## config.mk

```make
export PLATFORM = sky130hd
export DESIGN_NAME = tahd_back
export DESIGN_NICKNAME = d
export VERILOG_FILES = /design/src/hdl/tahd_pkg.sv /design/src/hdl/tahd_back.sv
export SDC_FILE = /design/constraint.sdc
export NUM_CORES = 2
export LEC_CHECK = 0
export ABC_AREA = 1
export BUFFER_PORTS_ARGS = -buffer_cell sky130_fd_sc_hd__buf_2
export CAP_MARGIN = 20
export CELL_PAD_IN_SITES_DETAIL_PLACEMENT = 0
export CELL_PAD_IN_SITES_GLOBAL_PLACEMENT = 1
export CORE_MARGIN = 2
export CORE_UTILIZATION = 50
export CTS_CLUSTER_SIZE = 20
export DETAILED_ROUTE_END_ITERATION = 12
export GPL_TIMING_DRIVEN = 0
export PLACE_DENSITY = 0.86
export SLEW_MARGIN = 30
export SYNTH_ARGS = -nofsm -noshare
export SYNTH_HDL_FRONTEND = slang
export SYNTH_SLANG_ARGS = --single-unit
```

## constraint.sdc

```tcl
create_clock -name clock -period 19.65 [get_ports clock]
set_clock_uncertainty 0.15 [all_clocks]
set_input_delay 0.9825 -clock clock [delete_from_list [all_inputs] [get_ports clock]]
set_output_delay 0.9825 -clock clock [all_outputs]
set_load 0.03 [all_outputs]
```

## src/hdl/tahd_pkg.sv

```systemverilog
// shared constants, types and helpers for the tile average halftone dot block
package tahd_pkg;

   typedef logic [1:0] csr_index_type;

   localparam csr_index_type REG_TILE_SIZE    = 2'd0;
   localparam csr_index_type REG_TILES_ACROSS = 2'd1;
   localparam csr_index_type REG_TILES_DOWN   = 2'd2;

   localparam int DEF_MAX_TILES_ACROSS = 1024;
   localparam int DEF_MAX_TILE_SIZE    = 64;
   localparam int MAX_TILES_DOWN       = 1024;

   localparam logic [6:0]  RST_TILE_SIZE    = 7'd8;
   localparam logic [10:0] RST_TILES_ACROSS = 11'd80;
   localparam logic [10:0] RST_TILES_DOWN   = 11'd60;

   localparam int ROW_W     = 10;
   localparam int OUT_COL_W = 10;
   localparam int PIX_W     = 8;
   localparam int Q_W       = 10;
   localparam int FULL_RGB  = 765;
   localparam int FIFO_DEPTH = 4;

   function automatic int width_of(input int n);
      width_of = (n > 1) ? $clog2(n) : 1;
   endfunction

endpackage

```

## src/hdl/tahd_back.sv

```systemverilog
// mean and dot radius computation with shared-step restoring dividers
module tahd_back import tahd_pkg::*; #(
   parameter int MAX_TILES_ACROSS = DEF_MAX_TILES_ACROSS,
   parameter int MAX_TILE_SIZE    = DEF_MAX_TILE_SIZE,
   localparam int SZ_W  = width_of(MAX_TILE_SIZE + 1),
   localparam int COL_W = width_of(MAX_TILES_ACROSS),
   localparam int SUM_W = PIX_W + width_of(MAX_TILE_SIZE * MAX_TILE_SIZE + 1),
   localparam int ENT_W = 1 + ROW_W + COL_W + 3 * SUM_W
) (
   input  logic             clock,
   input  logic             reset,
   input  logic [SZ_W-1:0]  tile_size,
   input  logic             fifo_empty,
   input  logic [ENT_W-1:0] fifo_data,
   output logic             pop,
   output logic             rsp_tvalid,
   input  logic             rsp_tready,
   output logic [55:0]      rsp_tdata,
   output logic             rsp_tlast
);
   localparam int AREA_W = 2 * SZ_W;
   localparam int FULL_W = AREA_W + 10;
   localparam int NUM_W  = FULL_W + SZ_W + 3;
   localparam int W      = NUM_W + Q_W;
   localparam int CNT_W  = width_of(Q_W);

   localparam logic [2:0] ST_IDLE = 3'd0;
   localparam logic [2:0] ST_AREA = 3'd1;
   localparam logic [2:0] ST_FULL = 3'd2;
   localparam logic [2:0] ST_NUM  = 3'd3;
   localparam logic [2:0] ST_DIV  = 3'd4;
   localparam logic [2:0] ST_OUT  = 3'd5;

   logic [2:0]        state_ff, state_in;
   logic [ENT_W-1:0]  job_ff;
   logic [AREA_W-1:0] area_ff;
   logic [FULL_W-1:0] full_ff;
   logic [SUM_W+1:0]  total;
   logic [FULL_W-1:0] dark;
   logic [FULL_W+SZ_W-1:0] dark_sz;
   logic [W-1:0]      rem_ff [4];
   logic [Q_W-1:0]    quo_ff [4];
   logic [CNT_W-1:0]  cnt_ff;
   logic              out_load, valid_ff;
   logic [55:0]       data_ff;
   logic              last_ff;
   logic [SUM_W-1:0]  sum_r, sum_g, sum_b;
   logic [COL_W-1:0]  job_col;
   logic [ROW_W-1:0]  job_row;
   logic [31:0]       col_wide;

   assign sum_r   = job_ff[0 +: SUM_W];
   assign sum_g   = job_ff[SUM_W +: SUM_W];
   assign sum_b   = job_ff[2*SUM_W +: SUM_W];
   assign job_col = job_ff[3*SUM_W +: COL_W];
   assign job_row = job_ff[3*SUM_W + COL_W +: ROW_W];
   assign col_wide = 32'(job_col);

   assign total = (SUM_W+2)'(sum_r) + (SUM_W+2)'(sum_g) + (SUM_W+2)'(sum_b);
   assign dark  = ((FULL_W+2)'(total) < (FULL_W+2)'(full_ff)) ?
                  full_ff - FULL_W'(total) : '0;
   assign dark_sz = (FULL_W+SZ_W)'(dark) * (FULL_W+SZ_W)'(tile_size);

   assign pop      = (state_ff == ST_IDLE) && !fifo_empty;
   assign out_load = (state_ff == ST_OUT) && (!valid_ff || rsp_tready);

   always_comb begin
      state_in = state_ff;
      unique case (state_ff)
         ST_IDLE: if (!fifo_empty) state_in = ST_AREA;
         ST_AREA: state_in = ST_FULL;
         ST_FULL: state_in = ST_NUM;
         ST_NUM:  state_in = ST_DIV;
         ST_DIV:  if (cnt_ff == '0) state_in = ST_OUT;
         ST_OUT:  if (out_load) state_in = ST_IDLE;
         default: state_in = ST_IDLE;
      endcase
   end

   always_ff @(posedge clock) begin
      if (reset) begin
         state_ff <= ST_IDLE;
         valid_ff <= 1'b0;
      end else begin
         state_ff <= state_in;
         if (out_load) valid_ff <= 1'b1;
         else if (rsp_tready) valid_ff <= 1'b0;
      end
   end

   always_ff @(posedge clock) begin
      if (pop) job_ff <= fifo_data;
      if (state_ff == ST_AREA) area_ff <= tile_size * tile_size;
      if (state_ff == ST_FULL) full_ff <= FULL_W'(area_ff) * FULL_W'(FULL_RGB);
      if (state_ff == ST_NUM) begin
         rem_ff[0] <= W'(sum_r);
         rem_ff[1] <= W'(sum_g);
         rem_ff[2] <= W'(sum_b);
         rem_ff[3] <= W'({dark_sz, 3'b000});
         for (int k = 0; k < 4; k++) quo_ff[k] <= '0;
         cnt_ff <= CNT_W'(Q_W - 1);
      end
      // one quotient bit per cycle in each of the four dividers
      if (state_ff == ST_DIV) begin
         for (int k = 0; k < 4; k++) begin
            if (rem_ff[k] >= (((k == 3) ? W'(full_ff) : W'(area_ff)) << cnt_ff)) begin
               rem_ff[k]         <= rem_ff[k] - (((k == 3) ? W'(full_ff) : W'(area_ff)) << cnt_ff);
               quo_ff[k][cnt_ff] <= 1'b1;
            end
         end
         cnt_ff <= cnt_ff - 1'b1;
      end
      if (out_load) begin
         data_ff <= {2'b00, quo_ff[3], quo_ff[2][7:0], quo_ff[1][7:0], quo_ff[0][7:0],
                     job_row, col_wide[OUT_COL_W-1:0]};
         last_ff <= job_ff[ENT_W-1];
      end
   end

   assign rsp_tvalid = valid_ff;
   assign rsp_tdata  = data_ff;
   assign rsp_tlast  = last_ff;

endmodule

```

======== Word level (Yosys, flattened, before mapping) ========
Memory sizes are Yosys's and may differ from the RTL's. A register that Yosys moved wholly into a read port is not among the register bits.
Cells that the tools add are included.
operators by class
  reduce and logical (&&, ||, !) cells .... 11
  shifts and indexed selects .............. 2
  mux-type cells .......................... 73
  order comparisons ....................... 7
  eq/ne operators ......................... 8
  add/sub/neg operators ................... 8
  multiply operators ...................... 3
  bitwise gates (word level) .............. 44
operators with widths
  cell                                                         number
  greater-or-equal comparator 44 bit                           4
  2-to-1 mux 44 bit                                            4
  subtractor 44 bit                                            4
  2-to-1 mux 1 bit                                             57
  bitwise OR 1 bit                                             44
  left shift 14 x 4 -> 44 bit                                  1
  left shift 24 x 4 -> 44 bit                                  1
  2-to-1 mux 10 bit                                            4
  multiplier 24 x 7 -> 31 bit                                  1
  less-than comparator 23 x 24 -> 1 bit                        1
  multiplier 14 x 10 -> 24 bit (second input constant)         1
  2-to-1 mux 24 bit                                            1
  subtractor 24 x 23 -> 24 bit                                 1
  adder 22 x 21 -> 23 bit                                      1
  adder 21 x 21 -> 22 bit                                      1
  one-hot mux 3 bit (6 select lines)                           1
  multiplier 7 x 7 -> 14 bit                                   1
  2-to-1 mux 3 bit                                             3
  2-to-1 mux 4 bit                                             2
  == test 3 x 2 -> 1 bit (second input constant)               2
  == test 3 bit (second input constant)                        2
  inequality test 2 bit (second input constant)                3
  less-than comparator 4 x 5 -> 1 bit (second input constant)  1
  demux 1 bit (select 4 bit)                                   1
  other kinds (10)                                             14
word-level totals
  word-level logic and storage cells ...... 166
  register bits after elaboration ......... 185
  RAM bits ................................ 216
  bits of input ports ..................... 95
  output and inout bits ................... 59
  memories ................................ 2
memory list
  name    depth  width  read ports  clocked after memory_dff  wr ports  line             source
  rem_ff  4      44     4           0                         4         tahd_back.sv:41  logic [W-1:0] rem_ff [4];
  quo_ff  4      10     4           4                         4         tahd_back.sv:42  logic [Q_W-1:0] quo_ff [4];

======== Depth between registers and ports, before layout ========
  depth after elaboration ................. 6
  mapped depth ............................ 44
  mapped depth without buffers ............ 43

======== Worst setup path after synthesis ========
No wires, ideal clock.
  path kind ............................... in2out
  from .................................... input port fifo_empty
  to ...................................... output port pop
  arrival ................................. 7.317 ns
  buffers on the path ..................... 0
  required time ........................... 18.518 ns
  setup slack ............................. 11.201 ns
  cell stages on the path ................. 1
  cell sequence ........................... nor3_1
on the way
  longest elaborated chain between the ends .. 2
ends and longest elaborated chain
  what               line             source
  start, declared    tahd_back.sv:13  input logic fifo_empty,
  logical NOT 1 bit  -
  logical AND 1 bit  tahd_back.sv:64  assign pop = (state_ff == ST_IDLE) && !fifo_empty;
  end, declared      tahd_back.sv:15  output logic pop,
No other way between the ends.

==> results by group <==
Outcome
  • Status: complete, no violations

Die
  • Core area: around 82000 sq um
  • # rows: 105
  • # IOs: approximately 150
  • Die height: just under 300 microns
  • Die ar.: approximately 84000 sq um
  • Starting density of the core: between 50% and 60%
  • Chip width: 290.6 microns

Detailed routing
  • Met1 WL: 60.17 mm
  • Met3 WL: just over 8 mm
  • Post-route ant nets: 0
  • DR vias/cell: 5.394
  • Met2 Routed Length: about 68 mm
  • Wirelength per Cell: approximately 20 microns
  • Routed wire length: 142.6 mm
  • DR top layer: met5
  • TritonRoute pass-1 iters: 5
  • 1st-iter DRT viols: 2909
  • DR vias: roughly 38000
  • DRC viols: 0

STA
  • Unrepaired setup endpoints after global routing: false
  • Hold Vio Cnt, Final: 0
  • Final Hold Slack: 0.2563 ns
  • Period utilization: around 49%
  • Setup TNS: 0 ns
  • Post-layout min period: 9.610 ns
  • Max Slew Vio Count: 0
  • Setup violators final: 0
  • Max Fclk: 104.1 MHz
  • Worst Max-Slew Pin Slew: between 1 and 1.5 ns
  • Slew headroom: 32.93%

Clock network
  • Clock Latency Late Sink: 0.63 ns
  • Post-CTS Resized: 0
  • CTS tree: built
  • Post-CTS Hold Buffers: 0
  • H-tree level count: 2
  • Reg clk slew, reported paths: 0.06 ns
  • Root buf cell: clkbuf_16
  • Post-CTS setup buffer count: 0
  • TritonCTS Buffers: 47
  • CTS Buffer Depth: 3
  • Clock sink count: 393

Synthesis
  • Post-synthesis cell type count: 48
  • Synth Register Bits: 393
  • Compound-gate portion of the synthesized area: around 7.1%
  • Synth Area in Adders: 20.11%
  • Sequential cell area fraction in the yosys report: 28.06%
  • Ys Warns: 0
  • Mapped Area: 41060 sq um
  • Mapped Cells: 5745
  • Async S/R FF share, synth: 0%
  • Post-Synth XOR/XNOR Area: 3.307%
  • Mean Syn Cell Area: 7.147 sq um
  • Synth Flop Type: edfxtp_1
  • Post-Synth Simple-Gate Area: 30.69%
  • EDFF count, synth: between 300 and 400
  • Multiplexer area fraction after synthesis: 0.4388%
  • Largest family of logic cells by synthesized area: simple AND/OR/NAND/NOR gates

Finish
  • Final Core Density: between 50% and 60%
  • Area growth from synthesis to layout: 9.837%
  • Layout cells sized above 1: 7.330%
  • Layout Nets: 6592

Setup path
  • Crit path top cell by count: nand2_1
  • CP arrival: between 9 and 10 ns
  • Setup crit start kind: register
  • Worst path slowest cell: fa_1
  • Max stage delay on crit path: around 0.58 ns
  • Crit path capture type: register
  • CP bufs+invs: 5
  • CP top delay family: adder cells
  • Worst-path maximum fanout: 10
  • Critical path data required time: roughly 20 ns
  • Crit Path Class: reg2reg

Global routing
  • Initial antenna violation count: 2
  • All-layer global routing usage: around a third
  • GR Overflow Total: 0
  • Vias in the first global route: ~37000
  • Largest net degree at the start of global routing: 45
  • First-pass GRT wire length: 217.2 mm

Min path
  • Min-Delay Path Class: reg2reg

Placement
  • Post-DP HPWL: between 100 and 150 mm
  • # port buffers: 151
  • Placer Congestion: 0.9933

Job
  • Max cap viols: 0
synthesized netlist by cell type (10+ instances only):
cell type	count	area [sq um]
nand2_1	1844	6922
inv_1	944	3543
nor2_1	570	2140
edfxtp_1	365	10960
nand3_1	328	1642
ha_1	319	3991
a21oi_1	234	1171
fa_1	213	4264
o21ai_0	208	1041
xor2_1	113	989.7
nand4_1	81	506.7
nor3_1	67	335.3
clkbuf_1	55	206.5
xnor2_1	42	367.9
nand3b_1	32	240.2
dfxtp_1	28	560.5
nor2_2	28	175.2
inv_2	24	90.09
o21bai_1	24	180.2
or2_2	24	150.1
a21oi_2	23	201.4
buf_2	23	115.1
nand2_2	20	125.1
mux2i_1	18	180.2
buf_6	16	180.2
a21o_1	10	75.07
a31oi_1	10	62.56
nor4_1	10	62.56
path summary, 6_finish.rpt:
kind / startpoint / cells past startpoint / slack, ns / end
hold reg to reg: job_ff[75] / 0 / 0.26 / rsp_tdata[12]
hold / removal: job_ff[75] / 0 / 0.26 / rsp_tdata[12]
setup / recovery: job_ff[22] / 39 / 10.04 / rem_ff[3][33]
setup reg to reg: job_ff[22] / 39 / 10.04 / rem_ff[3][33]
layout by cell type, fill, tap and decap left out, types with 48 or more instances in the layout:
| cell | count |
|---|---|
| nor2_1 | 568 |
| clkbuf_16 | 48 |
| a21oi_1 | 232 |
| clkbuf_1 | 62 |
| nand2_1 | 1840 |
| ha_1 | 319 |
| nand4_1 | 81 |
| inv_1 | 944 |
| nand3_1 | 328 |
| edfxtp_1 | 365 |
| buf_2 | 174 |
| xor2_1 | 113 |
| nor3_1 | 65 |
| fa_1 | 213 |
| o21ai_0 | 202 |
stage by stage:
stage / std cells / setup WS [ns] / area, sq um
6_report: 7076 / 10.04 / 45100
3_5_place_dp: 6986 / 10.21 / 43430
3_3_place_gp: 6969 / 7.574 / 43160
2_1_floorplan: 5748 / 11.20 / 41070
5_1_grt: 7073 / 9.529 / 45090
4_1_cts: 7073 / 10.11 / 45090
sequential cells by signal, indices dropped and copies added (netlist names):
register	count
job_ff	84
quo_ff	34
area_ff	13
rsp_tvalid	1
state_ff	3
cnt_ff	4
rsp_tlast	1
full_ff	23
rsp_tdata	54
rem_ff	176
kinds of logic after synthesis:
kind of cell | Yosys count
and+or+nand+nor | 3033
buffers and inverters | 1076
AOI/OAI and AO/OA | 536
adders and majority gates | 532
DFF | 393
xor gates and xnor gates | 155
muxes | 18
other | 2
per-layer routing:
metal	up-vias	global-route usage, %
li1	18670	-
met1	18030	43.73
met2	1210	57.02
met3	257	3.396
met4	2	13.65
met5	-	0
final cells by class:
type                       instances  area, sq um
fill                            8118        36620
timing repair buffer             168        954.7
antenna                            3        7.507
clock buffer                      58         1259
inverter                         971         3645
tap                             1070         1339
sequential                       393        11520
buffer                           105        566.8
clock inverter                    29        400.4
multi-input combinational       4279        25400
Power is left out: the tool's default activity adds up to more than one toggle a clock period on the data nets, which glitch-free logic cannot reach.
