<file path="src/hdl/tahd_pkg.sv">
// shared constants, types and helpers for the tile average halftone dot block
package tahd_pkg;

   typedef logic [1:0] csr_index_type;

   localparam csr_index_type REG_TILE_SIZE    = 2'd0;
   localparam csr_index_type REG_TILES_ACROSS = 2'd1;
   localparam csr_index_type REG_TILES_DOWN   = 2'd2;

   localparam int DEF_MAX_TILES_ACROSS = 1024;
   localparam int DEF_MAX_TILE_SIZE    = 64;
   localparam int MAX_TILES_DOWN       = 1024;

   localparam logic [6:0]  RST_TILE_SIZE    = 7'd8;
   localparam logic [10:0] RST_TILES_ACROSS = 11'd80;
   localparam logic [10:0] RST_TILES_DOWN   = 11'd60;

   localparam int ROW_W     = 10;
   localparam int OUT_COL_W = 10;
   localparam int PIX_W     = 8;
   localparam int Q_W       = 10;
   localparam int FULL_RGB  = 765;
   localparam int FIFO_DEPTH = 4;

   function automatic int width_of(input int n);
      width_of = (n > 1) ? $clog2(n) : 1;
   endfunction

endpackage

</file>
<file path="src/hdl/tahd_fifo.sv">
// short queue between the tile front end and the divide back end
module tahd_fifo import tahd_pkg::*; #(
   parameter int WIDTH = 8
) (
   input  logic             clock,
   input  logic             reset,
   input  logic             push,
   input  logic [WIDTH-1:0] push_data,
   output logic             full,
   input  logic             pop,
   output logic [WIDTH-1:0] pop_data,
   output logic             empty
);
   localparam int PTR_W = width_of(FIFO_DEPTH);

   logic [WIDTH-1:0] slot_ff [FIFO_DEPTH];
   logic [PTR_W-1:0] wr_ff, wr_in, rd_ff, rd_in;
   logic [PTR_W:0]   count_ff, count_in;

   assign full     = (count_ff == (PTR_W+1)'(FIFO_DEPTH));
   assign empty    = (count_ff == '0);
   assign pop_data = slot_ff[rd_ff];

   always_comb begin
      wr_in    = wr_ff;
      rd_in    = rd_ff;
      count_in = count_ff;
      if (push) begin
         wr_in = (wr_ff == PTR_W'(FIFO_DEPTH - 1)) ? '0 : wr_ff + 1'b1;
      end
      if (pop) begin
         rd_in = (rd_ff == PTR_W'(FIFO_DEPTH - 1)) ? '0 : rd_ff + 1'b1;
      end
      if (push && !pop) count_in = count_ff + 1'b1;
      else if (pop && !push) count_in = count_ff - 1'b1;
   end

   always_ff @(posedge clock) begin
      if (reset) begin
         wr_ff    <= '0;
         rd_ff    <= '0;
         count_ff <= '0;
      end else begin
         wr_ff    <= wr_in;
         rd_ff    <= rd_in;
         count_ff <= count_in;
      end
   end

   always_ff @(posedge clock) begin
      if (push) slot_ff[wr_ff] <= push_data;
   end

endmodule

</file>
<file path="config.mk">
export PLATFORM = sky130hd
export DESIGN_NAME = tahd_fifo
export DESIGN_NICKNAME = d
export VERILOG_FILES = /design/src/hdl/tahd_pkg.sv /design/src/hdl/tahd_fifo.sv
export SDC_FILE = /design/constraint.sdc
export NUM_CORES = 1
export LEC_CHECK = 0
export BUFFER_PORTS_ARGS = -buffer_cell sky130_fd_sc_hd__buf_2
export CAP_MARGIN = 40
export CORE_ASPECT_RATIO = 1.2
export CORE_MARGIN = 5
export CORE_UTILIZATION = 55
export CTS_CLUSTER_SIZE = 10
export DETAILED_ROUTE_END_ITERATION = 10
export HOLD_SLACK_MARGIN = 0.15
export PLACE_DENSITY = 0.77
export SYNTH_ARGS = -nofsm -noshare
export SYNTH_HDL_FRONTEND = slang
export SYNTH_SLANG_ARGS = --single-unit
</file>
<file path="constraint.sdc">
create_clock -name clock -period 2.1 [get_ports clock]
set_input_delay 0.42 -clock clock [delete_from_list [all_inputs] [get_ports clock]]
set_output_delay 0.42 -clock clock [all_outputs]
set_load 0.02 [all_outputs]
</file>
* Yosys cells after proc, flatten, opt, wreduce, memory -nomap -nowiden
Memory sizes are Yosys's and may differ from the RTL's. A register that Yosys moved wholly into a read port is not among the register bits. Index checks and enable logic that the tools add are counted.
Storage, ports and cells: flip-flop bits (word level) 7, word-level logic and storage cells 25, bits in latches 0, input bits 12, memories kept 1, output and inout bits 10, RAM bits 32, bits in read-only memories 0
Cells by class: bitwise operators 0, magnitude comparators 0, multipliers 0, mux-type cells 8, eq/ne operators 3, reductions and logical operators 6, divide/modulo/power cells 0, $add $sub $neg 4, shifts and indexed selects 0
Memory list:
- slot_ff | depth 4, width 8, read ports 1, clocked after Yosys merged registers in 1, write ports 1, line tahd_fifo.sv:16 | logic [WIDTH-1:0] slot_ff [FIFO_DEPTH];
Operators with widths (number):
- 2-bit 2-to-1 mux | 4
- 3-bit 2-to-1 mux | 2
- 2-bit by 1-bit adder with 2-bit output, second input constant | 2
- 2-bit == test, second input constant | 2
- 3-bit by 1-bit adder with 3-bit output, second input constant | 1
- 3-bit == test, second input constant | 1
- 3-bit logical NOT | 1
- 3-bit by 1-bit subtractor with 3-bit output, second input constant | 1
- 1-bit logical AND | 2
- 1-bit logical NOT | 2
- 1-bit 2-to-1 mux | 2
- 2-bit nonzero test | 1

* Longest topological paths before layout
Gate-level depths: netlist of the first run.
depth in word-level cells 4, depth in mapped cells 7, gate-level depth less buffers 7

* Worst setup path after synthesis of the first run
Ideal clock, no wire load.
path type input to register, from input pop, to register count_ff[2], data arrival time 1.612 ns, library setup time 0.070 ns, path buffers 0, required time 2.030 ns, slack 0.418 ns, stages 7, cell sequence inv_1 -> ha_1 -> inv_1 -> fa_1 -> xor2_1 -> or3_1 -> a21oi_1
On the way: longest elaborated chain between the ends 3, elaborated cells between the ends (all ways) 5, classes of those cells mux: 1; reduce/logical: 4
RTL lines:
- from (decl) | line tahd_fifo.sv:10 | input logic pop,
- 1-bit logical NOT | line tahd_fifo.sv:34 | if (push && !pop) count_in = count_ff + 1'b1;
- 1-bit logical AND | line tahd_fifo.sv:34
- 3-bit 2-to-1 mux / 2-bit nonzero test (equally long branches)
- to (signal assigned) | line tahd_fifo.sv:46 | count_ff <= count_in;
- to (decl) | line tahd_fifo.sv:18 | logic [PTR_W:0] count_ff, count_in;
Parallel ways exist; a longest one is shown, timed or not. A chain may end at the register's enable or synchronous reset.

==> results of run 1 <==
[worst register-to-register path: cells and delay by family, from the launching register on]
kind | cells | cell delay, ns
adders and majority gates | 1 | 0.44
DFF | 1 | 0.38
and+or+nand+nor | 1 | 0.33
AOI/OAI and AO/OA | 1 | 0.18
xor gates and xnor gates | 1 | 0.16
[how the worst min path moves through the flow]
stage | startpoint | to | slack, ns | cells past startpoint
2_1_floorplan | count_ff[2]$_SDFFE_PP0P_ | count_ff[2]$_SDFFE_PP0P_ | 0.46 | 2
3_3_place_gp | count_ff[2]$_SDFFE_PP0P_ | count_ff[2]$_SDFFE_PP0P_ | 0.48 | 2
3_5_place_dp | count_ff[2]$_SDFFE_PP0P_ | count_ff[2]$_SDFFE_PP0P_ | 0.53 | 2
4_1_cts | push_data[3] | slot_ff[2][3]$_DFFE_PP_ | 0.28 | 1
5_1_grt | push_data[3] | slot_ff[2][3]$_DFFE_PP_ | 0.27 | 1
6_report | push_data[3] | slot_ff[0][3]$_DFFE_PP_ | 0.29 | 1
[where the power goes]
| part | switching (W) | total, W | leakage (nW) | internal, W |
|---|---|---|---|---|
| sequential | 0.0000288 | 0.000951 | 0.368 | 0.000922 |
| clock | 0.000227 | 0.000354 | 0.0320 | 0.000128 |
| combinational | 0.000119 | 0.000212 | 0.270 | 0.0000932 |
| total | 0.000374 | 0.00152 | 0.671 | 0.00114 |
[layout make-up]
class | instances | area share [%]
clock inverters | 2 | 0.560
multi-input cells | 39 | 23.8
inverters | 4 | 0.840
repair buffers | 22 | 6.30
clock buffers | 6 | 2.31
well taps | 34 | 2.38
flip-flops and latches | 41 | 63.8
[cells by family (layout without fill, tap and decap cells)]
| logic type | count (synthesis) | in the layout | share of synthesized area (%) |
|---|---|---|---|
| buffers and inverters | 6 | 34 | 1.96 |
| muxes | 12 | 12 | 13.8 |
| adders and majority gates | 7 | 7 | 5.95 |
| and+or+nand+nor | 15 | 15 | 4.85 |
| xor gates and xnor gates | 2 | 2 | 1.10 |
| AOI/OAI and AO/OA | 3 | 3 | 0.939 |
| DFF | 41 | 41 | 71.4 |
[cells in the final DEF (no fill, tap or decap)]
master	instances
nor3b_1	2
buf_4	1
edfxtp_1	32
dfxtp_1	9
nor2_1	7
clkbuf_4	5
or3_1	1
mux4_2	8
clkinv_2	2
nor3_1	1
clkbuf_1	1
and2_1	4
xor2_1	2
fa_1	1
inv_1	4
mux2i_1	4
o21ai_0	1
ha_1	6
a21oi_1	2
buf_2	21
[cells in the mapped netlist]
cell type / number / area (um^2)
a21oi_1: 2 / 10.0
and2_1: 4 / 25.0
buf_6: 1 / 11.3
clkbuf_2: 1 / 5.00
dfxtp_1: 9 / 180
edfxtp_1: 32 / 961
fa_1: 1 / 20.0
ha_1: 6 / 75.1
inv_1: 4 / 15.0
mux2i_1: 4 / 40.0
mux4_2: 8 / 180
nor2_1: 7 / 26.3
nor3_1: 1 / 5.00
nor3b_1: 2 / 15.0
o21ai_0: 1 / 5.00
or3_1: 1 / 6.26
xor2_1: 2 / 17.5
[per-layer routing]
layer	global-route usage, %	vias up	share of wire, %
li1	-	379	-
met1	15.3	389	38
met2	21.7	24	54
met3	5.04	5	6.5
met4	5.29	0	1.5
met5	0	-	0
[through the flow]
stage	cells	cell area, um^2
floorplan	86	1600
global placement	140	1740
detailed placement	140	1740
CTS	148	1790
global route	148	1790
finish	148	1790
[sequential cells by signal (all words and copies together), names as in the netlist, named ones only]
signal	count
slot_ff	32
wr_ff	2
rd_ff	2
count_ff	3
==> results.ini, run 1 <==
[floorplan]
start_util_pct = 57.4
ios = 22
die_h_um = 69.0
die_x_um = 59.2
num_rows = 21
core_um2 = 2790
die_area_um2 = 4090

[run_status]
status = finished, final reports clean

[placement]
portBuffers = 21
hpwl_um = 1690
gp_congestion = 0.711
dp_slack_ns = 0.136

[sta]
clock_skew_ns = 0.0188
fin_crit_sh_pct = 93.7
fin_crit_ns = 1.97
finalSetupViolations = 0
rsz0062_at_grt = false
setup_tns_ns = 0
relSlewSlack_pct = 72.1
tightest_slew_ns = 0.418
hold_slack_ns = 0.291
setup_slack_ns = 0.133
finalHoldViolCount = 0
slew_violations = 0
clock.fmax_mhz = 508

[clocking]
postCtsHoldBufs = 0
cts_made_buffers = 5
cts_tree = built
postCtsSetupBuffers = 0
clk_pin_slew_worst_paths_ns = 0.12
cts_max_path_buffers = 2
cts_sinks = 41
clk_latency_ns = 0.34
cts-root-buf = clkbuf_4
cts_resized = 0
cts_max_level = 2

[worst_hold_path]
min_path_type = input port to flop

[flow_run]
maxCapViolations = 0

[setup_path]
r2r-end = count_ff[2]$_SDFFE_PP0P_
cp_data_required_time_ns = 1.68
cp_data_arrival_time_ns = 1.55
end_kind = primary output
crit_fanout = 8
max_stage_delay_ns = 0.52
crit_path_end = pop_data[1]
cp_slowest_cell = mux4_2
cp-start-kind = flop
reg2reg_depth = 4
path_cells = buf_4, mux4_2, buf_2
path_class = flop to primary output
worst-path-stages = 3
r2r-start = count_ff[0]$_SDFFE_PP0P_
r2r_slack_ns = 0.54
cp_top_family = multiplexers
crit_buf_inv = 2

[detailed_routing]
drtIter0Drc = 25
drt-total-wl_um = 2340
routedWlPerCell_um = 15.8
drtAntennaViolNets = 0
viasPerCell = 5.39
num_vias = 797
first_pass_iters = 4
drc_errors = 0

[global_route]
antenna_found_initial = 0
grt_use_total_pct = 13.3
grt_pass1_wl_um = 3980
grt_pass1_vias = 867
grt_max_degree = 13
gr-total-overflow = 0

[layout]
fill_cells = 220
n_antenna_cell = 0
fin_nets = 132
regArea_um2 = 1140
multi_input_area_um2 = 425
synthToLayoutAreaGrowth_pct = 11.9
fin_util_pct = 64.2
drive_gt1_share_pct = 32.5

[power_and_ir_drop]
p_leak_nw = 0.671
power_w = 0.00152
power_density_nw_per_um2 = 849
irDropWorstVdd_v = 0.000633

[synth]
yosysSeqAreaShare_pct = 71.4
ys_ff_latch = 41
synthCells = 86
synth.distinct_cells = 17
synth_area_um2 = 1600
yosysWarnings = 0
syn_area_per_cell_um2 = 18.6
syn-num-nets = 105

No activity file was read; power rests on OpenSTA's default activity.
==> run 2: changes to the inputs <==
- ABC_AREA: not set -> 1
==> run 2 against run 1 <==
Effect of this change: combinational power increased by 5%; sequential share of layout area decreased by 1.7 points; largest cell class unchanged; synthesized cell count increased by 57%; highest routed layer unchanged; final cell count increased by 33%; wire length increased by 15%; utilization increased by 0.49 points; area after synthesis increased by 3.4%; clock power about the same; non-clock buffer count unchanged; hold slack got worse by 0.020 ns.
==> results.ini, run 2 <==
[layout]
fill_cells = 234  ; was 220
top_register = slot_ff  ; unchanged
mostFrequentLayoutCell = edfxtp_1  ; unchanged
final_cells = 197  ; was 148
synthToLayoutAreaGrowth_pct = 11.1  ; was 11.9%
largest_reg_flops = 32  ; unchanged
drive_gt1_share_pct = 20.9  ; was 32.5%
layout_common_cells = edfxtp_1, nor2_1, buf_2, inv_1, o21ai_0  ; was edfxtp_1, buf_2, dfxtp_1, mux4_2, nor2_1
fin_nets = 181  ; was 132
n_antenna_cell = 0  ; unchanged
regArea_um2 = 1140  ; unchanged
multi_input_area_um2 = 428  ; was 425 um^2
largest_registers = slot_ff (32), count_ff (3)  ; unchanged

[synth]
syn-num-nets = 154  ; was 105
synthArstFlopShare_pct = 0  ; unchanged
syn_area_per_cell_um2 = 12.2  ; was 18.6 um^2
yosysSeqAreaShare_pct = 69.1  ; was 71.4%
synth.most_common_cell = edfxtp_1  ; unchanged
synth_edf_count = 32  ; unchanged
synth_top_area_cell = edfxtp_1  ; unchanged
synthCells = 135  ; was 86
synthDominantCellAreaShare_pct = 58.2  ; was 60.1%
synth_commonest_cells = edfxtp_1, nor2_1, inv_1, o21ai_0, dfxtp_1  ; was edfxtp_1, dfxtp_1, mux4_2
synth_ff_type = edfxtp_1  ; unchanged
yosys-top-cells-area = edfxtp_1, dfxtp_1, nor2_1, ha_1, o21ai_0  ; was edfxtp_1, dfxtp_1, mux4_2, ha_1, mux2i_1
yosysWarnings = 0  ; unchanged
synth.distinct_cells = 19  ; was 17
synth_area_um2 = 1650  ; was 1600 um^2
ys_ff_latch = 41  ; unchanged

[setup_path]
end_kind = primary output  ; unchanged
cp_data_required_time_ns = 1.68  ; about the same
cp-start-kind = flop  ; unchanged
cp_slowest_cell = dfxtp_1  ; was mux4_2
path_cells = buf_4, o21ai_0, o22ai_1, buf_2  ; was buf_4, mux4_2, buf_2
path_class = flop to primary output  ; unchanged
cp_data_arrival_time_ns = 1.52  ; was 1.55 ns
crit_buf_inv = 2  ; unchanged
max_stage_delay_ns = 0.49  ; was 0.52 ns
cp_top_family = flip-flops  ; was multiplexers
crit_fanout = 10  ; was 8

[detailed_routing]
drtAntennaViolNets = 0  ; unchanged
routedWlPerCell_um = 13.7  ; was 15.8 um
drt-total-wl_um = 2700  ; was 2340 um
num_vias = 1029  ; was 797
drtIter0Drc = 28  ; was 25
viasPerCell = 5.22  ; was 5.39
first_pass_iters = 4  ; unchanged
drc_errors = 0  ; unchanged

[sta]
fin_crit_ns = 1.94  ; was 1.97 ns
fin_crit_sh_pct = 92.6  ; was 93.7%
relSlewSlack_pct = 75.7  ; was 72.1%
finalSetupViolations = 0  ; unchanged
slew_violations = 0  ; unchanged
setup_tns_ns = 0  ; unchanged
clock_skew_ns = 0.00692  ; was 0.0188 ns
tightest_slew_ns = 0.364  ; was 0.418 ns
rsz0062_at_grt = false  ; unchanged
finalHoldViolCount = 0  ; unchanged
clock.fmax_mhz = 514  ; was 508 MHz

[clocking]
cts_max_level = 2  ; unchanged
cts_resized = 0  ; unchanged
cts-root-buf = clkbuf_4  ; unchanged
cts_tree = built  ; unchanged
cts_max_path_buffers = 2  ; unchanged
postCtsHoldBufs = 0  ; unchanged
cts_made_buffers = 5  ; unchanged
clk_pin_slew_worst_paths_ns = 0.10  ; was 0.12 ns
cts_sinks = 41  ; unchanged
postCtsSetupBuffers = 0  ; unchanged
clk_latency_ns = 0.34  ; about the same

[floorplan]
die_area_um2 = 4200  ; was 4090 um^2
core_um2 = 2840  ; was 2790 um^2
start_util_pct = 58.2  ; was 57.4%
num_rows = 21  ; unchanged
ios = 22  ; unchanged
die_x_um = 60.0  ; was 59.2 um
die_h_um = 70.0  ; was 69.0 um

[placement]
hpwl_um = 1960  ; was 1690 um
dp.cells = 189  ; was 140
portBuffers = 21  ; unchanged
gp_congestion = 0.705  ; was 0.711

[global_route]
grt_pass1_vias = 1098  ; was 867
gr-total-overflow = 0  ; unchanged
grt_max_degree = 17  ; was 13
grt_pass1_wl_um = 4600  ; was 3980 um
grt_use_total_pct = 15.2  ; was 13.3%
antenna_found_initial = 0  ; unchanged

[power_and_ir_drop]
irDropWorstVdd_v = 0.000545  ; was 0.000633 V
power_density_nw_per_um2 = 832  ; was 849 nW/um^2
p_leak_nw = 0.748  ; was 0.671 nW

[flow_run]
maxCapViolations = 0  ; unchanged

[worst_hold_path]
min_path_type = input port to flop  ; unchanged

[run_status]
status = finished, final reports clean  ; unchanged

## run 2: final timing paths
| path | cells past startpoint | slack [ns] | from | end |
|---|---|---|---|---|
| setup reg to reg | 4 | 0.84 | wr_ff[0]$_SDFFE_PP0P_ | slot_ff[0][1]$_DFFE_PP_ |
| hold / removal | 2 | 0.27 | reset | count_ff[0]$_SDFFE_PP0P_ |
| hold reg to reg | 2 | 0.54 | wr_ff[1]$_SDFFE_PP0P_ | wr_ff[1]$_SDFFE_PP0P_ |
| setup / recovery | 4 | 0.16 | flop | pop_data[4] |
## run 2: power breakdown
group	switching, W	internal [W]	leakage [nW]
combinational	0.000144	0.0000789	0.347
clock	0.000229	0.000128	0.0320
sequential	0.0000280	0.000919	0.369
## run 2: through the flow
stage / hold WS (ns) / area, um^2 / util, % / total power [W] / worst slack, ns
after floorplan: 0.490 / 1650 / - / 0.00111 / 0.629
after global placement: 0.503 / 1780 / 62.9 / 0.00118 / 0.482
after detailed placement: 0.528 / 1780 / 62.9 / 0.00119 / 0.388
after CTS: 0.258 / 1840 / 64.7 / 0.00154 / 0.121
after global routing: 0.258 / 1840 / 64.7 / 0.00161 / 0.0226
final: 0.272 / 1840 / 64.7 / 0.00153 / 0.155
## run 2: area by class of cell
cell class | count | area share (%)
multi-input combinational | 76 | 23.3
sequential | 41 | 62.2
tap | 34 | 2.32
inverter | 16 | 3.27
timing repair buffer | 22 | 6.13
clock buffer | 6 | 2.25
clock inverter | 2 | 0.545
## run 2: logic make-up (layout without fill, tap and decap cells)
| group | after synthesis | after routing | share of synthesized area, % |
|---|---|---|---|
| XOR/XNOR | 1 | 1 | 0.530 |
| buffers and inverters | 18 | 46 | 5.00 |
| flip-flops | 41 | 41 | 69.1 |
| AO/OA/AOI/OAI | 30 | 30 | 10.2 |
| adder cells (fa/ha/maj) | 7 | 7 | 5.76 |
| AND/OR/NAND/NOR | 38 | 38 | 9.47 |
## run 2: layer usage
metal | vias up | track usage (%) | part of all wire [%]
li1 | 525 | - | -
met1 | 474 | 14.7 | 38
met2 | 23 | 27.2 | 54
met3 | 7 | 5.52 | 5.6
met4 | 0 | 7.39 | 2.5
met5 | - | 0 | 0
## run 2: worst reg2reg max path: cells and delay by family, from the launching register on
| kind | cells | cell delay, ns |
|---|---|---|
| buffers and inverters | 2 | 0.37 |
| adder cells (fa/ha/maj) | 1 | 0.16 |
| flip-flops | 1 | 0.36 |
| AND/OR/NAND/NOR | 1 | 0.05 |
==> run 3: changes to the inputs <==
- CORE_MARGIN: 5 -> 2
- CORE_UTILIZATION: 55 -> 29
- PLACE_DENSITY: 0.77 -> 0.46
==> run 3 against run 2 <==
Effect of this change: final cell count up 15%; hold slack better by 0.062 ns; first-iteration DRC count rose by 71%; global-route usage decreased by 4.6 points; sequential share of layout area down 3.0 points; setup slack better by 0.048 ns; flip-flop and latch count stayed put; sequential power barely moved; non-clock buffer count unchanged; total power increased by 16%; utilization down 30 points; final area is 5.0% higher; largest cell class unchanged; largest power group unchanged.
==> results.ini, run 3 (same netlist as run 2, synthesis figures left out) <==
[run_status]
status = finished, final reports clean  ; unchanged

[power_and_ir_drop]
irDropWorstVdd_v = 0.000309  ; was 0.000545 V
p_leak_nw = 0.769  ; was 0.748 nW
power_density_nw_per_um2 = 922  ; was 832 nW/um^2

[layout]
final_cells = 227  ; was 197
mostFrequentLayoutCell = edfxtp_1  ; unchanged
stdcell_area_um2 = 1930  ; was 1840 um^2
synthToLayoutAreaGrowth_pct = 16.7  ; was 11.1%
n_antenna_cell = 0  ; unchanged
fin_nets = 181  ; unchanged
drive_gt1_share_pct = 20.2  ; was 20.9%
largest_reg_flops = 32  ; unchanged
layout_common_cells = edfxtp_1, nor2_1, buf_2, inv_1, o21ai_0  ; unchanged
top_register = slot_ff  ; unchanged
largest_registers = slot_ff (32), count_ff (3)  ; unchanged

[sta]
rsz0062_at_grt = false  ; unchanged
slew_violations = 0  ; unchanged
finalHoldViolCount = 0  ; unchanged
clock.fmax_mhz = 527  ; was 514 MHz
fin_crit_ns = 1.90  ; was 1.94 ns
fin_crit_sh_pct = 90.3  ; was 92.6%
relSlewSlack_pct = 72.5  ; was 75.7%
tightest_slew_ns = 0.413  ; was 0.364 ns
setup_slack_ns = 0.203  ; was 0.155 ns
setup_tns_ns = 0  ; unchanged
finalSetupViolations = 0  ; unchanged
clock_skew_ns = 0.00333  ; was 0.00692 ns

[setup_path]
cp-start-kind = flop  ; unchanged
end_kind = primary output  ; unchanged
path_class = flop to primary output  ; unchanged
crit_buf_inv = 2  ; unchanged
cp_slowest_cell = dfxtp_1  ; unchanged
crit_fanout = 16  ; was 10
cp_data_required_time_ns = 1.68  ; about the same
max_stage_delay_ns = 0.52  ; was 0.49 ns
cp_data_arrival_time_ns = 1.48  ; was 1.52 ns
path_cells = inv_2, o21ai_0, o22ai_1, buf_2  ; was buf_4, o21ai_0, o22ai_1, buf_2
r2r-start = wr_ff[0]$_SDFFE_PP0P_  ; unchanged
cp_top_family = flip-flops  ; unchanged

[flow_run]
maxCapViolations = 0  ; unchanged

[floorplan]
die_h_um = 86.7  ; was 70.0 um
core_um2 = 5590  ; was 2840 um^2
start_util_pct = 29.5  ; was 58.2%
num_rows = 30  ; was 21
die_area_um2 = 6320  ; was 4200 um^2
ios = 22  ; unchanged
die_x_um = 72.9  ; was 60.0 um

[global_route]
grt_pass1_wl_um = 4990  ; was 4600 um
grt_use_total_pct = 10.6  ; was 15.2%
antenna_found_initial = 0  ; unchanged
gr-total-overflow = 0  ; unchanged
grt_pass1_vias = 1074  ; was 1098
grt_max_degree = 17  ; unchanged

[clocking]
cts_sinks = 41  ; unchanged
cts_resized = 0  ; unchanged
cts_max_level = 2  ; unchanged
cts-root-buf = clkbuf_8  ; was clkbuf_4
cts_tree = built  ; unchanged
cts_made_buffers = 5  ; unchanged
cts_max_path_buffers = 2  ; unchanged
postCtsHoldBufs = 0  ; unchanged
postCtsSetupBuffers = 0  ; unchanged
clk_pin_slew_worst_paths_ns = 0.07  ; was 0.10 ns
clk_latency_ns = 0.29  ; was 0.34 ns

[detailed_routing]
viasPerCell = 4.53  ; was 5.22
first_pass_iters = 4  ; unchanged
num_vias = 1029  ; unchanged
drtAntennaViolNets = 0  ; unchanged
drc_errors = 0  ; unchanged
routedWlPerCell_um = 13.2  ; was 13.7 um
drtIter0Drc = 48  ; was 28
drt-total-wl_um = 3000  ; was 2700 um

[worst_hold_path]
holdCritStartpoint = reset  ; unchanged
min_path_type = input port to flop  ; unchanged

[placement]
hpwl_um = 2120  ; was 1960 um
dp_slack_ns = 0.392  ; was 0.388 ns
gp_congestion = 0.708  ; was 0.705
dp.cells = 219  ; was 189
portBuffers = 21  ; unchanged
placed_area_um2 = 1820  ; was 1780 um^2

run 3: changes by cell type in the layout (fill, tap and decap cells not counted):
cell       change
clkbuf_4       -5
clkbuf_8       +5
clkinv_2       -2
bufinv_16      +1
clkinv_1       +1
run 3: path summary, 6_finish.rpt:
check,end,slack [ns],cells after the start
setup / recovery,pop_data[3],0.20,4
hold / removal,count_ff[0]$_SDFFE_PP0P_,0.33,2
setup reg to reg,slot_ff[3][2]$_DFFE_PP_,0.81,3
hold reg to reg,wr_ff[1]$_SDFFE_PP0P_,0.53,2
run 3: per-stage QoR:
step	utilization [%]	hold slack, ns	total power (W)
after CTS	34.5	0.331	0.00180
after global routing	34.5	0.330	0.00186
after floorplan	-	0.490	0.00111
final	34.5	0.334	0.00178
after global placement	32.6	0.504	0.00119
after detailed placement	32.6	0.529	0.00120
run 3: layer usage:
metal  GRT usage [%]  vias to the layer above  part of all wire [%]  wire [um]
met2            18.7                       19                    53       1580
met1            11.9                      480                    42       1250
met3            2.67                        5                   4.1        123
li1                -                      525                     -          -
met4            5.05                        0                   1.4         43
met5               0                        -                     0          0
run 3: layout make-up:
cell class / count / area [um^2]
well taps: 64 / 80.1
repair buffers: 22 / 113
flip-flops and latches: 41 / 1140
clock inverters: 2 / 33.8
inverters: 16 / 60.1
fillers: 553 / 3660
multi-input cells: 76 / 428
clock buffers: 6 / 72.6
run 3: report_power, final:
group          switching (W)  internal [W]  total (W)
Clock               0.000256      0.000351   0.000607
Sequential         0.0000283      0.000920   0.000948
Combinational       0.000145     0.0000779   0.000223
